## src/hw/rtl/ssm_pkg.sv

```systemverilog
// shared types, sizes and helpers for the sequence sublist matcher
`default_nettype none

package ssm_pkg;

    localparam int MAX_PATTERN = 16;
    localparam int DATA_WIDTH  = 32;
    localparam int VALUE_W     = 32;
    localparam int LEN_W       = $clog2(MAX_PATTERN + 1);

    typedef enum logic [1:0] {
        ACT_PATTERN       = 2'd0,
        ACT_TEXT          = 2'd1,
        ACT_EMPTY_PATTERN = 2'd2,
        ACT_EMPTY_TEXT    = 2'd3
    } action_t;

    typedef logic [DATA_WIDTH-1:0] data_t;
    typedef logic [LEN_W-1:0]      len_t;

    typedef struct packed {
        logic step;
        logic clear;
    } cell_ctl_t;

    function automatic data_t to_data(input logic [VALUE_W-1:0] v);
        logic [2*VALUE_W-1:0] wide;
        wide = {{VALUE_W{1'b0}}, v};
        return wide[DATA_WIDTH-1:0];
    endfunction

endpackage

`default_nettype wire

```

## src/hw/rtl/ssm_cell.sv

```systemverilog
// one pattern position: stored element and its prefix match bit
`default_nettype none

module ssm_cell (
    input  wire logic              aclk,
    input  wire logic              aresetn,
    input  wire ssm_pkg::cell_ctl_t ctl,
    input  wire logic              wr_en,
    input  wire logic              active,
    input  wire logic              tail,
    input  wire ssm_pkg::data_t    value,
    input  wire logic              prev_bit,
    output logic                   bit_o,
    output logic                   hit_o
);
    import ssm_pkg::*;

    data_t pat_reg;
    logic  bit_reg;
    logic  bit_next;

    assign bit_next = prev_bit && (pat_reg == value);
    assign bit_o    = bit_reg;
    assign hit_o    = tail && bit_next;

    always_ff @(posedge aclk) begin
        if (wr_en) begin
            pat_reg <= value;
        end
    end

    always_ff @(posedge aclk) begin
        if (!aresetn) begin
            bit_reg <= 1'b0;
        end else if (ctl.clear) begin
            bit_reg <= 1'b0;
        end else if (ctl.step && active) begin
            bit_reg <= bit_next;
        end
    end

endmodule

`default_nettype wire

```

## src/hw/rtl/sequence_sublist_matcher_unit.sv

```systemverilog
// top level of the sequence sublist matcher: control, cell row and result register
//
// channel | ports    | contents
// --------+----------+-------------------------------------------------
// input   | s_t*     | tdata value, tuser action, tlast last element
// result  | m_t*     | tdata bit 0 found, bit 1 pattern overflow
//
// one transfer per cycle on the input while s_tready is high; every element is handled in the cycle it is taken
// a result shows on m_tvalid the cycle after the last text element or an empty text item
// the row of MAX_PATTERN cells updates all match bits at once, so no item waits on another
// input is held off only while a result sits unaccepted in the output register
// reset empties the pattern and clears all match bits; stored elements need no reset
`default_nettype none

module sequence_sublist_matcher_unit (
    input  wire logic                          aclk,
    input  wire logic                          aresetn,
    input  wire logic                          s_tvalid,
    output logic                               s_tready,
    input  wire logic [ssm_pkg::VALUE_W-1:0]   s_tdata,   // value
    input  wire logic [1:0]                    s_tuser,   // action
    input  wire logic                          s_tlast,
    output logic                               m_tvalid,
    input  wire logic                          m_tready,
    output logic [7:0]                         m_tdata    // found, pattern_overflow, zero fill
);
    import ssm_pkg::*;

    len_t    len_reg, len_next;
    logic    ovf_reg, ovf_next;
    logic    seen_reg, seen_next;
    logic    loading_reg, loading_next;
    logic    m_tvalid_reg, m_tvalid_next;
    logic    found_reg, found_next;
    logic    m_ovf_reg, m_ovf_next;

    logic      acc;
    action_t   act;
    data_t     val;
    len_t      eff_len;
    cell_ctl_t ctl;
    logic      wr_ok;
    logic [MAX_PATTERN-1:0] wr_sel;
    logic [MAX_PATTERN-1:0] active;
    logic [MAX_PATTERN-1:0] tail;
    logic [MAX_PATTERN-1:0] bits;
    logic [MAX_PATTERN-1:0] hits;
    logic      hit_now;

    assign s_tready = !m_tvalid_reg || m_tready;
    assign acc      = s_tvalid && s_tready;
    assign act      = action_t'(s_tuser);
    assign val      = to_data(s_tdata);
    assign eff_len  = loading_reg ? '0 : len_reg;
    assign wr_ok    = acc && (act == ACT_PATTERN) && (eff_len < len_t'(MAX_PATTERN));
    assign hit_now  = |hits;

    always_comb begin
        for (int i = 0; i < MAX_PATTERN; i++) begin
            wr_sel[i] = wr_ok && (eff_len == len_t'(i));
            active[i] = len_reg > len_t'(i);
            tail[i]   = len_reg == len_t'(i + 1);
        end
    end

    always_comb begin
        ctl.step  = acc && (act == ACT_TEXT);
        ctl.clear = acc && (((act == ACT_PATTERN) && loading_reg)
                            || (act == ACT_EMPTY_PATTERN)
                            || (act == ACT_EMPTY_TEXT)
                            || ((act == ACT_TEXT) && s_tlast));
    end

    for (genvar g = 0; g < MAX_PATTERN; g++) begin : g_cell
        ssm_cell u_cell (
            .aclk     (aclk),
            .aresetn  (aresetn),
            .ctl      (ctl),
            .wr_en    (wr_sel[g]),
            .active   (active[g]),
            .tail     (tail[g]),
            .value    (val),
            .prev_bit ((g == 0) ? 1'b1 : bits[(g == 0) ? 0 : g - 1]),
            .bit_o    (bits[g]),
            .hit_o    (hits[g])
        );
    end

    always_comb begin
        len_next      = len_reg;
        ovf_next      = ovf_reg;
        seen_next     = seen_reg;
        loading_next  = loading_reg;
        m_tvalid_next = m_tvalid_reg && !m_tready;
        found_next    = found_reg;
        m_ovf_next    = m_ovf_reg;
        if (acc) begin
            case (act)
                ACT_PATTERN: begin
                    if (loading_reg) begin
                        ovf_next  = 1'b0;
                        seen_next = 1'b0;
                    end
                    if (wr_ok) begin
                        len_next = eff_len + len_t'(1);
                    end else begin
                        len_next = eff_len;
                        ovf_next = 1'b1;
                    end
                    loading_next = s_tlast;
                end
                ACT_EMPTY_PATTERN: begin
                    len_next     = '0;
                    ovf_next     = 1'b0;
                    seen_next    = 1'b0;
                    loading_next = 1'b1;
                end
                ACT_EMPTY_TEXT: begin
                    loading_next  = 1'b1;
                    seen_next     = 1'b0;
                    m_tvalid_next = 1'b1;
                    found_next    = (len_reg == '0) && !ovf_reg;
                    m_ovf_next    = ovf_reg;
                end
                ACT_TEXT: begin
                    loading_next = 1'b1;
                    if (s_tlast) begin
                        seen_next     = 1'b0;
                        m_tvalid_next = 1'b1;
                        found_next    = (seen_reg || hit_now) && (len_reg != '0) && !ovf_reg;
                        m_ovf_next    = ovf_reg;
                    end else if (hit_now) begin
                        seen_next = 1'b1;
                    end
                end
                default: begin
                    loading_next = loading_reg;
                end
            endcase
        end
    end

    always_ff @(posedge aclk) begin
        if (!aresetn) begin
            len_reg      <= '0;
            ovf_reg      <= 1'b0;
            seen_reg     <= 1'b0;
            loading_reg  <= 1'b1;
            m_tvalid_reg <= 1'b0;
        end else begin
            len_reg      <= len_next;
            ovf_reg      <= ovf_next;
            seen_reg     <= seen_next;
            loading_reg  <= loading_next;
            m_tvalid_reg <= m_tvalid_next;
        end
    end

    always_ff @(posedge aclk) begin
        found_reg <= found_next;
        m_ovf_reg <= m_ovf_next;
    end

    assign m_tvalid = m_tvalid_reg;
    assign m_tdata  = {6'b0, m_ovf_reg, found_reg};

    a_len_range: assert property (@(posedge aclk) disable iff (!aresetn)
        len_reg <= len_t'(MAX_PATTERN))
        else $error("pattern length beyond capacity");

    a_ovf_full: assert property (@(posedge aclk) disable iff (!aresetn)
        ovf_reg |-> (len_reg == len_t'(MAX_PATTERN)))
        else $error("overflow flagged with room left");

    a_seen_len: assert property (@(posedge aclk) disable iff (!aresetn)
        seen_reg |-> (len_reg != '0))
        else $error("match seen with empty pattern");

    a_result_excl: assert property (@(posedge aclk) disable iff (!aresetn)
        m_tvalid |-> !(m_tdata[0] && m_tdata[1]))
        else $error("found given together with overflow");

    a_result_after_end: assert property (@(posedge aclk) disable iff (!aresetn)
        (acc && ((act == ACT_EMPTY_TEXT) || ((act == ACT_TEXT) && s_tlast))) |=> m_tvalid)
        else $error("end of text without result");

endmodule

`default_nettype wire
```

## config.mk

```make
export PLATFORM = sky130hd
export DESIGN_NAME = sequence_sublist_matcher_unit
export DESIGN_NICKNAME = d
export VERILOG_FILES = /design/src/hw/rtl/ssm_pkg.sv /design/src/hw/rtl/ssm_cell.sv /design/src/hw/rtl/sequence_sublist_matcher_unit.sv
export SDC_FILE = /design/constraint.sdc
export NUM_CORES = 1
export LEC_CHECK = 0
export CAP_MARGIN = 20
export CORE_UTILIZATION = 25
export CTS_BUF_LIST = sky130_fd_sc_hd__clkbuf_4
export DETAILED_ROUTE_END_ITERATION = 8
export DONT_BUFFER_PORTS = 1
export PLACE_DENSITY = 0.48
export RECOVER_POWER = 100
export SLEW_MARGIN = 20
export SYNTH_ARGS = -nofsm -noshare
export SYNTH_HDL_FRONTEND = slang
export SYNTH_SLANG_ARGS = --single-unit
```

## constraint.sdc

```tcl
create_clock -name aclk -period 5.7 [get_ports aclk]
set_input_delay 0.855 -clock aclk [delete_from_list [all_inputs] [get_ports aclk]]
set_output_delay 0.855 -clock aclk [all_outputs]
set_load 0.01 [all_outputs]
```

# [Word level (Yosys, flattened, before mapping)]
# Index checks and enable logic that the tools add are counted.
[word_totals] reg_bits=538 output_inout_bits=10 elab_cells=222
[classes] addsub=1 magnitude_cmp=16 n_eq_ne=54 n_mux=17 n_bitwise=1 reduce_logical=95
[ops] op="$eq A32 B32 Y1" count=16
[ops] op="$eq A5 B4 Y1 const B" count=16
[ops] op="$logic_and A1 B1 Y1" count=73
[ops] op="$eq A5 B3 Y1 const B" count=8
[ops] op="$gt A5 B4 Y1 const B" count=7
[ops] op="$eq A5 B2 Y1 const B" count=4
[ops] op="$gt A5 B3 Y1 const B" count=4
[ops] op="$reduce_or A16 Y1" count=1
[ops] op="$eq A5 B1 Y1 const B" count=2
[ops] op="$gt A5 B1 Y1 const B" count=2
[ops] op="$gt A5 B2 Y1 const B" count=2
[ops] op="$logic_not A5 Y1" count=2
[ops] op="$mux W5" count=2
[ops] op="$pmux W1 S2" count=5
[ops] op="$pmux W5 S2" count=1
[ops] op="$reduce_and A3 Y1" count=3
[ops] op="$mux W1" count=8
[ops] op="$ne A3 B3 Y1 const B" count=2
[ops] op="$add A5 B1 Y5 const B" count=1
[ops] op="$eq A5 B5 Y1 const B" count=1
[ops] op="$logic_or A1 B1 Y1" count=5
[ops] op="$lt A5 B5 Y1 const B" count=1
[ops] op="$reduce_bool A5 Y1" count=1
[ops] op="$eq A2 B2 Y1 const B" count=2
[ops] op="10 further kinds" count=15

# [Longest topological paths before layout]
[depth] ltp_word=9 depth_mapped=10 depth_no_buf=8

# [Modules after synthesis]
# From an unflattened synthesis, not the netlist that was laid out.
[unflattened] cells_unflattened=1615 hier_area_um2=23297.3
[modules_own_cells] module="ssm_cell" instances=16 cells_per_inst=90 area_each_um2=1383.8
[modules_own_cells] module="sequence_sublist_matcher_unit" instances=1 cells_per_inst=175 area_each_um2=1156.1

# [Least setup slack after synthesis]
# No wires, ideal clock.
[synth_timing] path_type="input to register" startpoint="input port m_tready" endpoint="register g_cell[11].u_cell.pat_reg[0] (enable)" setup_time_ns=0.421 t_arrival_ns=3.342 required_ns=5.279 slack_ns=1.936 cell_stages=6 cell_sequence="nand2b_1 > and2_1 > nand2b_1 > nor3_1 > nand2_1 > nor2_1"
[synth_between] elab_chain_cells=5
[synth_rtl] item="from (decl)" line="sequence_sublist_matcher_unit.sv:24" rtl="input wire logic m_tready,"
[synth_rtl] item="$logic_or A1 B1 Y1" line="sequence_sublist_matcher_unit.sv:50" rtl="assign s_tready = !m_tvalid_reg || m_tready;"
[synth_rtl] item="$logic_and A1 B1 Y1" line="sequence_sublist_matcher_unit.sv:51" rtl="assign acc = s_tvalid && s_tready;"
[synth_rtl] item="$logic_and A1 B1 Y1 (2 in a row)" line="sequence_sublist_matcher_unit.sv:55" rtl="assign wr_ok = acc && (act == ACT_PATTERN) && (eff_len < len_t'(MAX_PATTERN));"
[synth_rtl] item="$logic_and A1 B1 Y1" line="sequence_sublist_matcher_unit.sv:60" rtl="wr_sel[i] = wr_ok && (eff_len == len_t'(i));"
[synth_rtl] item="named net g_cell[11].u_cell.wr_en" line="ssm_cell.sv:8" rtl="input wire logic wr_en,"
[synth_rtl] item="to (signal assigned)" line="ssm_cell.sv:28" rtl="pat_reg <= value;"
[synth_rtl] item="to (decl)" line="ssm_cell.sv:18" rtl="data_t pat_reg;"
# The timed path passes the listed nets, and every way through them passes these cells.
# A chain may end at the register's enable or synchronous reset.

# [Final worst setup path]
[layout_timing] startpoint="register m_tvalid_reg, in the netlist m_tvalid" endpoint="register g_cell[4].u_cell.pat_reg[8] (enable)"
[layout_between] elab_chain_cells=6
[layout_rtl] item="from (decl)" line="sequence_sublist_matcher_unit.sv:33" rtl="logic m_tvalid_reg, m_tvalid_next;"
[layout_rtl] item="from (signal assigned)" line="sequence_sublist_matcher_unit.sv:155" rtl="m_tvalid_reg <= m_tvalid_next;"
[layout_rtl] item="$logic_not A1 Y1" line="sequence_sublist_matcher_unit.sv:50"
[layout_rtl] item="$logic_or A1 B1 Y1" line="sequence_sublist_matcher_unit.sv:50"
[layout_rtl] item="named net s_tready" line="sequence_sublist_matcher_unit.sv:19" rtl="output logic s_tready,"
[layout_rtl] item="$logic_and A1 B1 Y1" line="sequence_sublist_matcher_unit.sv:51"
[layout_rtl] item="$logic_and A1 B1 Y1 (2 in a row)" line="sequence_sublist_matcher_unit.sv:55"
[layout_rtl] item="$logic_and A1 B1 Y1" line="sequence_sublist_matcher_unit.sv:60"
[layout_rtl] item="named net g_cell[4].u_cell.wr_en" line="ssm_cell.sv:8"
[layout_rtl] item="to (signal assigned)" line="ssm_cell.sv:28"
[layout_rtl] item="to (decl)" line="ssm_cell.sv:18"
# The timed path passes the listed nets, and every way through them passes these cells.

==> results.py <==
metrics = {
    "synthesis": {
        "syn-cell-area_um2": 23100,
        "synth.distinct_cells": 55,
        "syn_inst": 1521,
        "yosys_warnings": 0,
        "synth_seq_area_share_pct": 68.9,
        "synth-seq-cells": 538,
        "avgSynthCellArea_um2": 15.2,
        "synth_edf_count": 514,
        "synth-main-ff-cell": "edfxtp_1",
        "async_flop_share_pct": 0,
    },
    "die": {
        "initial_utilization_pct": 25.2,
        "die_h_um": 306,
        "core_um2": 91700,
        "dieArea_um2": 93600,
        "pin_count": 49,
        "die_w_um": 306,
        "num_rows": 111,
    },
    "placement": {
        "post_dp_cell_area_um2": 24300,
        "io_buffers": 0,
        "hpwl_um": 31000,
        "dpl_worst_slack_ns": 1.86,
        "gp_congestion": 0.773,
    },
    "critical_path": {
        "crit_path_start_kind": "register",
        "slowest_stage": "clkbuf_1",
        "cp_common_cell": "nand2b_1",
        "cp_num_buf_inv": 1,
        "crit_fanout": 32,
        "slowest_delay_ns": 1.30,
        "arrival_ns": 4.68,
        "critPathRequiredTime_ns": 6.23,
        "critPathCaptureType": "register",
        "crit_type": "reg -> reg",
        "path_cells": "nand2b_1 > and2_0 > nand2b_1 > nor3_1 > nand2_1 > nor2_2 > clkbuf_1",
        "critPathTopFamily": "simple AND/OR/NAND/NOR gates",
    },
    "cells_and_area": {
        "finish.utilization_pct": 28.6,
        "nNetsFinal": 1675,
        "largest_reg_flops": 512,
        "stdcell_area_um2": 26200,
        "num-fill-cells": 9312,
        "drive_gt1_share_pct": 14.3,
        "syn_to_final_growth_pct": 13.4,
    },
    "power": {
        "p_sw_uw": 1890,
        "leakage_uw": 0.00767,
        "fin_total_pwr_uw": 8180,
        "swShare_pct": 23.2,
        "seqPwrFrac_pct": 53.1,
        "power.share.clock_pct": 42.4,
        "cellPowerDensity_nw_per_um2": 312,
        "power.internal_uw": 6290,
        "combPwrFrac_pct": 4.5,
        "ir_drop_mv": 0.152,
    },
    "cts": {
        "cts.sinks": 538,
        "cts-root-buf": "clkbuf_4",
        "cts_buffers": 143,
        "cts_setup_buffers": 0,
        "cts_buffer_depth": 3,
        "h-tree-depth": 4,
        "tritoncts": "done",
        "path_clk_slew_ns": 0.06,
        "clkLatencyLatePin_ns": 1.01,
    },
    "routing": {
        "drt_iter0_markers": 1321,
        "wl_um": 84300,
        "wl_per_cell_um": 28.9,
        "dr.pass1.iters": 5,
        "drt-vias-per-instance": 4.73,
        "ant_nets": 0,
        "post-route-drc-count": 0,
        "routed-via-count": 13800,
    },
    "timing": {
        "tightest_slew_ns": 2.21,
        "period_share_pct": 72.9,
        "tns_ns": 0,
        "setup_viol": 0,
        "max_freq_ghz": 0.241,
        "hold_viol_final": 0,
        "setup_ws_ns": 1.55,
        "drv_slew": 809,
        "fin_crit_ns": 4.15,
        "rsz0062_at_grt": "false",
        "relSlewSlack_pct": -47.5,
        "finClkSkew_ns": 0.0658,
    },
    "flow_run": {
        "drv_cap": 40,
    },
    "outcome": {
        "violations": "max-capacitance violations, max-slew violations",
        "status": "finished, violations left",
    },
    "global_route": {
        "grt_pass1_wl_um": 113000,
        "grt_max_degree": 33,
        "antenna_found_initial": 13,
        "grt.overflow.total": 0,
        "track_usage_pct": 18.0,
        "first_global_vias": 13400,
    },
    "min_path": {
        "hp-class": "in -> reg",
    },
}
[stage by stage]
stage,hold WS (ns),instances
6_report,0.122,2918
5_1_grt,0.0708,2916
4_1_cts,0.0255,2913
3_5_place_dp,0.462,2638
3_3_place_gp,0.455,2638
2_1_floorplan,0.432,1526
[cell families after synthesis]
logic type	share of synthesized area (%)
other cells	0.0162
fa+ha+maj	0.271
buf+inv	2.32
simple gates	7.36
compound gates	1.71
flops	68.9
mux	0.330
xor+xnor	19.1
[power by group through the flow]
stage / sequential (µW) / combinational [µW] / clock (µW)
after CTS: 4340 / 414 / 3560
final: 4350 / 368 / 3470
after global routing: 4340 / 389 / 3740
after floorplan: 4420 / 274 / 0
after detailed placement: 4420 / 210 / 0
after global placement: 4420 / 206 / 0
[path summary, 6_finish.rpt]
kind                                            start                                     to  slack (ns)  depth (start not counted)
hold / removal                             s_tuser[1]                len_reg[0]$_SDFFE_PN0P_        0.12                          3
hold reg to reg   g_cell[9].u_cell.bit_o$_SDFFE_PP0P_    g_cell[9].u_cell.bit_o$_SDFFE_PP0P_        0.47                          2
setup reg to reg                  m_tvalid$_SDFF_PN0_  g_cell[4].u_cell.pat_reg[8]$_DFFE_PP_        1.55                          7
setup / recovery                  m_tvalid$_SDFF_PN0_  g_cell[4].u_cell.pat_reg[8]$_DFFE_PP_        1.55                          7
[cells in the final DEF, fill, tap and decap left out, types with 3 or more instances in the layout]
cell | netlist | routed
nand2_1 | 30 | 30
dfxtp_1 | 24 | 24
a21oi_1 | 13 | 13
o21ai_0 | 14 | 14
nor2_2 | 0 | 5
nand3_1 | 22 | 22
mux2_2 | 5 | 5
nor2b_1 | 10 | 10
nor3b_1 | 3 | 4
nand4_1 | 100 | 100
clkinvlp_4 | 0 | 3
o22ai_1 | 6 | 6
diode_2 | 0 | 5
nor2_4 | 0 | 8
and2_0 | 0 | 4
and3_1 | 7 | 7
nor2_1 | 50 | 37
clkinv_1 | 0 | 17
nand2b_1 | 8 | 8
clkbuf_4 | 0 | 208
nor3_1 | 16 | 16
inv_1 | 16 | 16
bufinv_16 | 0 | 3
edfxtp_1 | 514 | 514
inv_6 | 0 | 5
nor4_1 | 44 | 44
xor2_1 | 91 | 91
a211oi_1 | 3 | 3
xnor2_1 | 413 | 413
conb_1 | 1 | 6
o31a_1 | 3 | 3
clkbuf_1 | 10 | 40
ha_1 | 5 | 5
[cell usage after synthesis, types with 2 or more instances]
library cell  number  area [µm²]
and3_1             7        43.8
nand2_1           30         113
buf_4             12        90.1
o21ai_0           14        70.1
o21bai_1           2        15.0
nor2b_1           10        62.6
nor2_1            50         188
ha_1               5        62.6
nand4b_1           2        17.5
nand2b_1           8        50.1
o31a_1             3        26.3
nor4_1            44         275
edfxtp_1         514       15400
clkbuf_1          10        37.5
a222oi_1           2        20.0
nand4_1          100         626
or4_1              2        15.0
xnor2_1          413        3620
nand3b_1           2        15.0
or3_1              2        12.5
xor2_1            91         797
nor3b_1            3        22.5
inv_1             16        60.1
a211oi_1           3        22.5
a21oi_1           13        65.1
and2_1             4        25.0
a21boi_0           2        15.0
dfxtp_1           24         480
mux2_2             5        56.3
nor3_1            16        80.1
mux2i_1            2        20.0
buf_6              7        78.8
o2111ai_1          2        17.5
buf_2             54         270
o22ai_1            6        37.5
nand3_1           22         110
[timing repair]
item                                   CTS  global route
resized for setup                        0             0
endpoints found under the hold margin  520             0
hold buffers                            34             0
[tightest hold or removal path, delay by kind of cell]
kind,cells,cell delay [ns]
AND/OR/NAND/NOR,2,0.08
AO/OA/AOI/OAI,1,0.08
[metal layers]
| metal | vias up | global-route usage, % | wire length, µm |
|---|---|---|---|
| met1 | 7222 | 23.3 | 35300 |
| met5 | - | 0 | 18 |
| met2 | 622 | 29.9 | 40400 |
| li1 | 5824 | - | - |
| met3 | 145 | 3.68 | 6070 |
| met4 | 2 | 6.30 | 2520 |
[final cells by class]
type                    count  area, µm²  area share, %
well taps                1186       1480           5.66
flip-flops and latches    538      15900           60.7
clock buffers             208       1560           5.96
clock inverters            33        251          0.960
repair buffers             43        178          0.678
inverters                  16       60.1          0.229
multi-input cells         889       6740           25.7
diodes                      5       12.5         0.0478
Note: power is estimated with default switching activity, not from simulation.
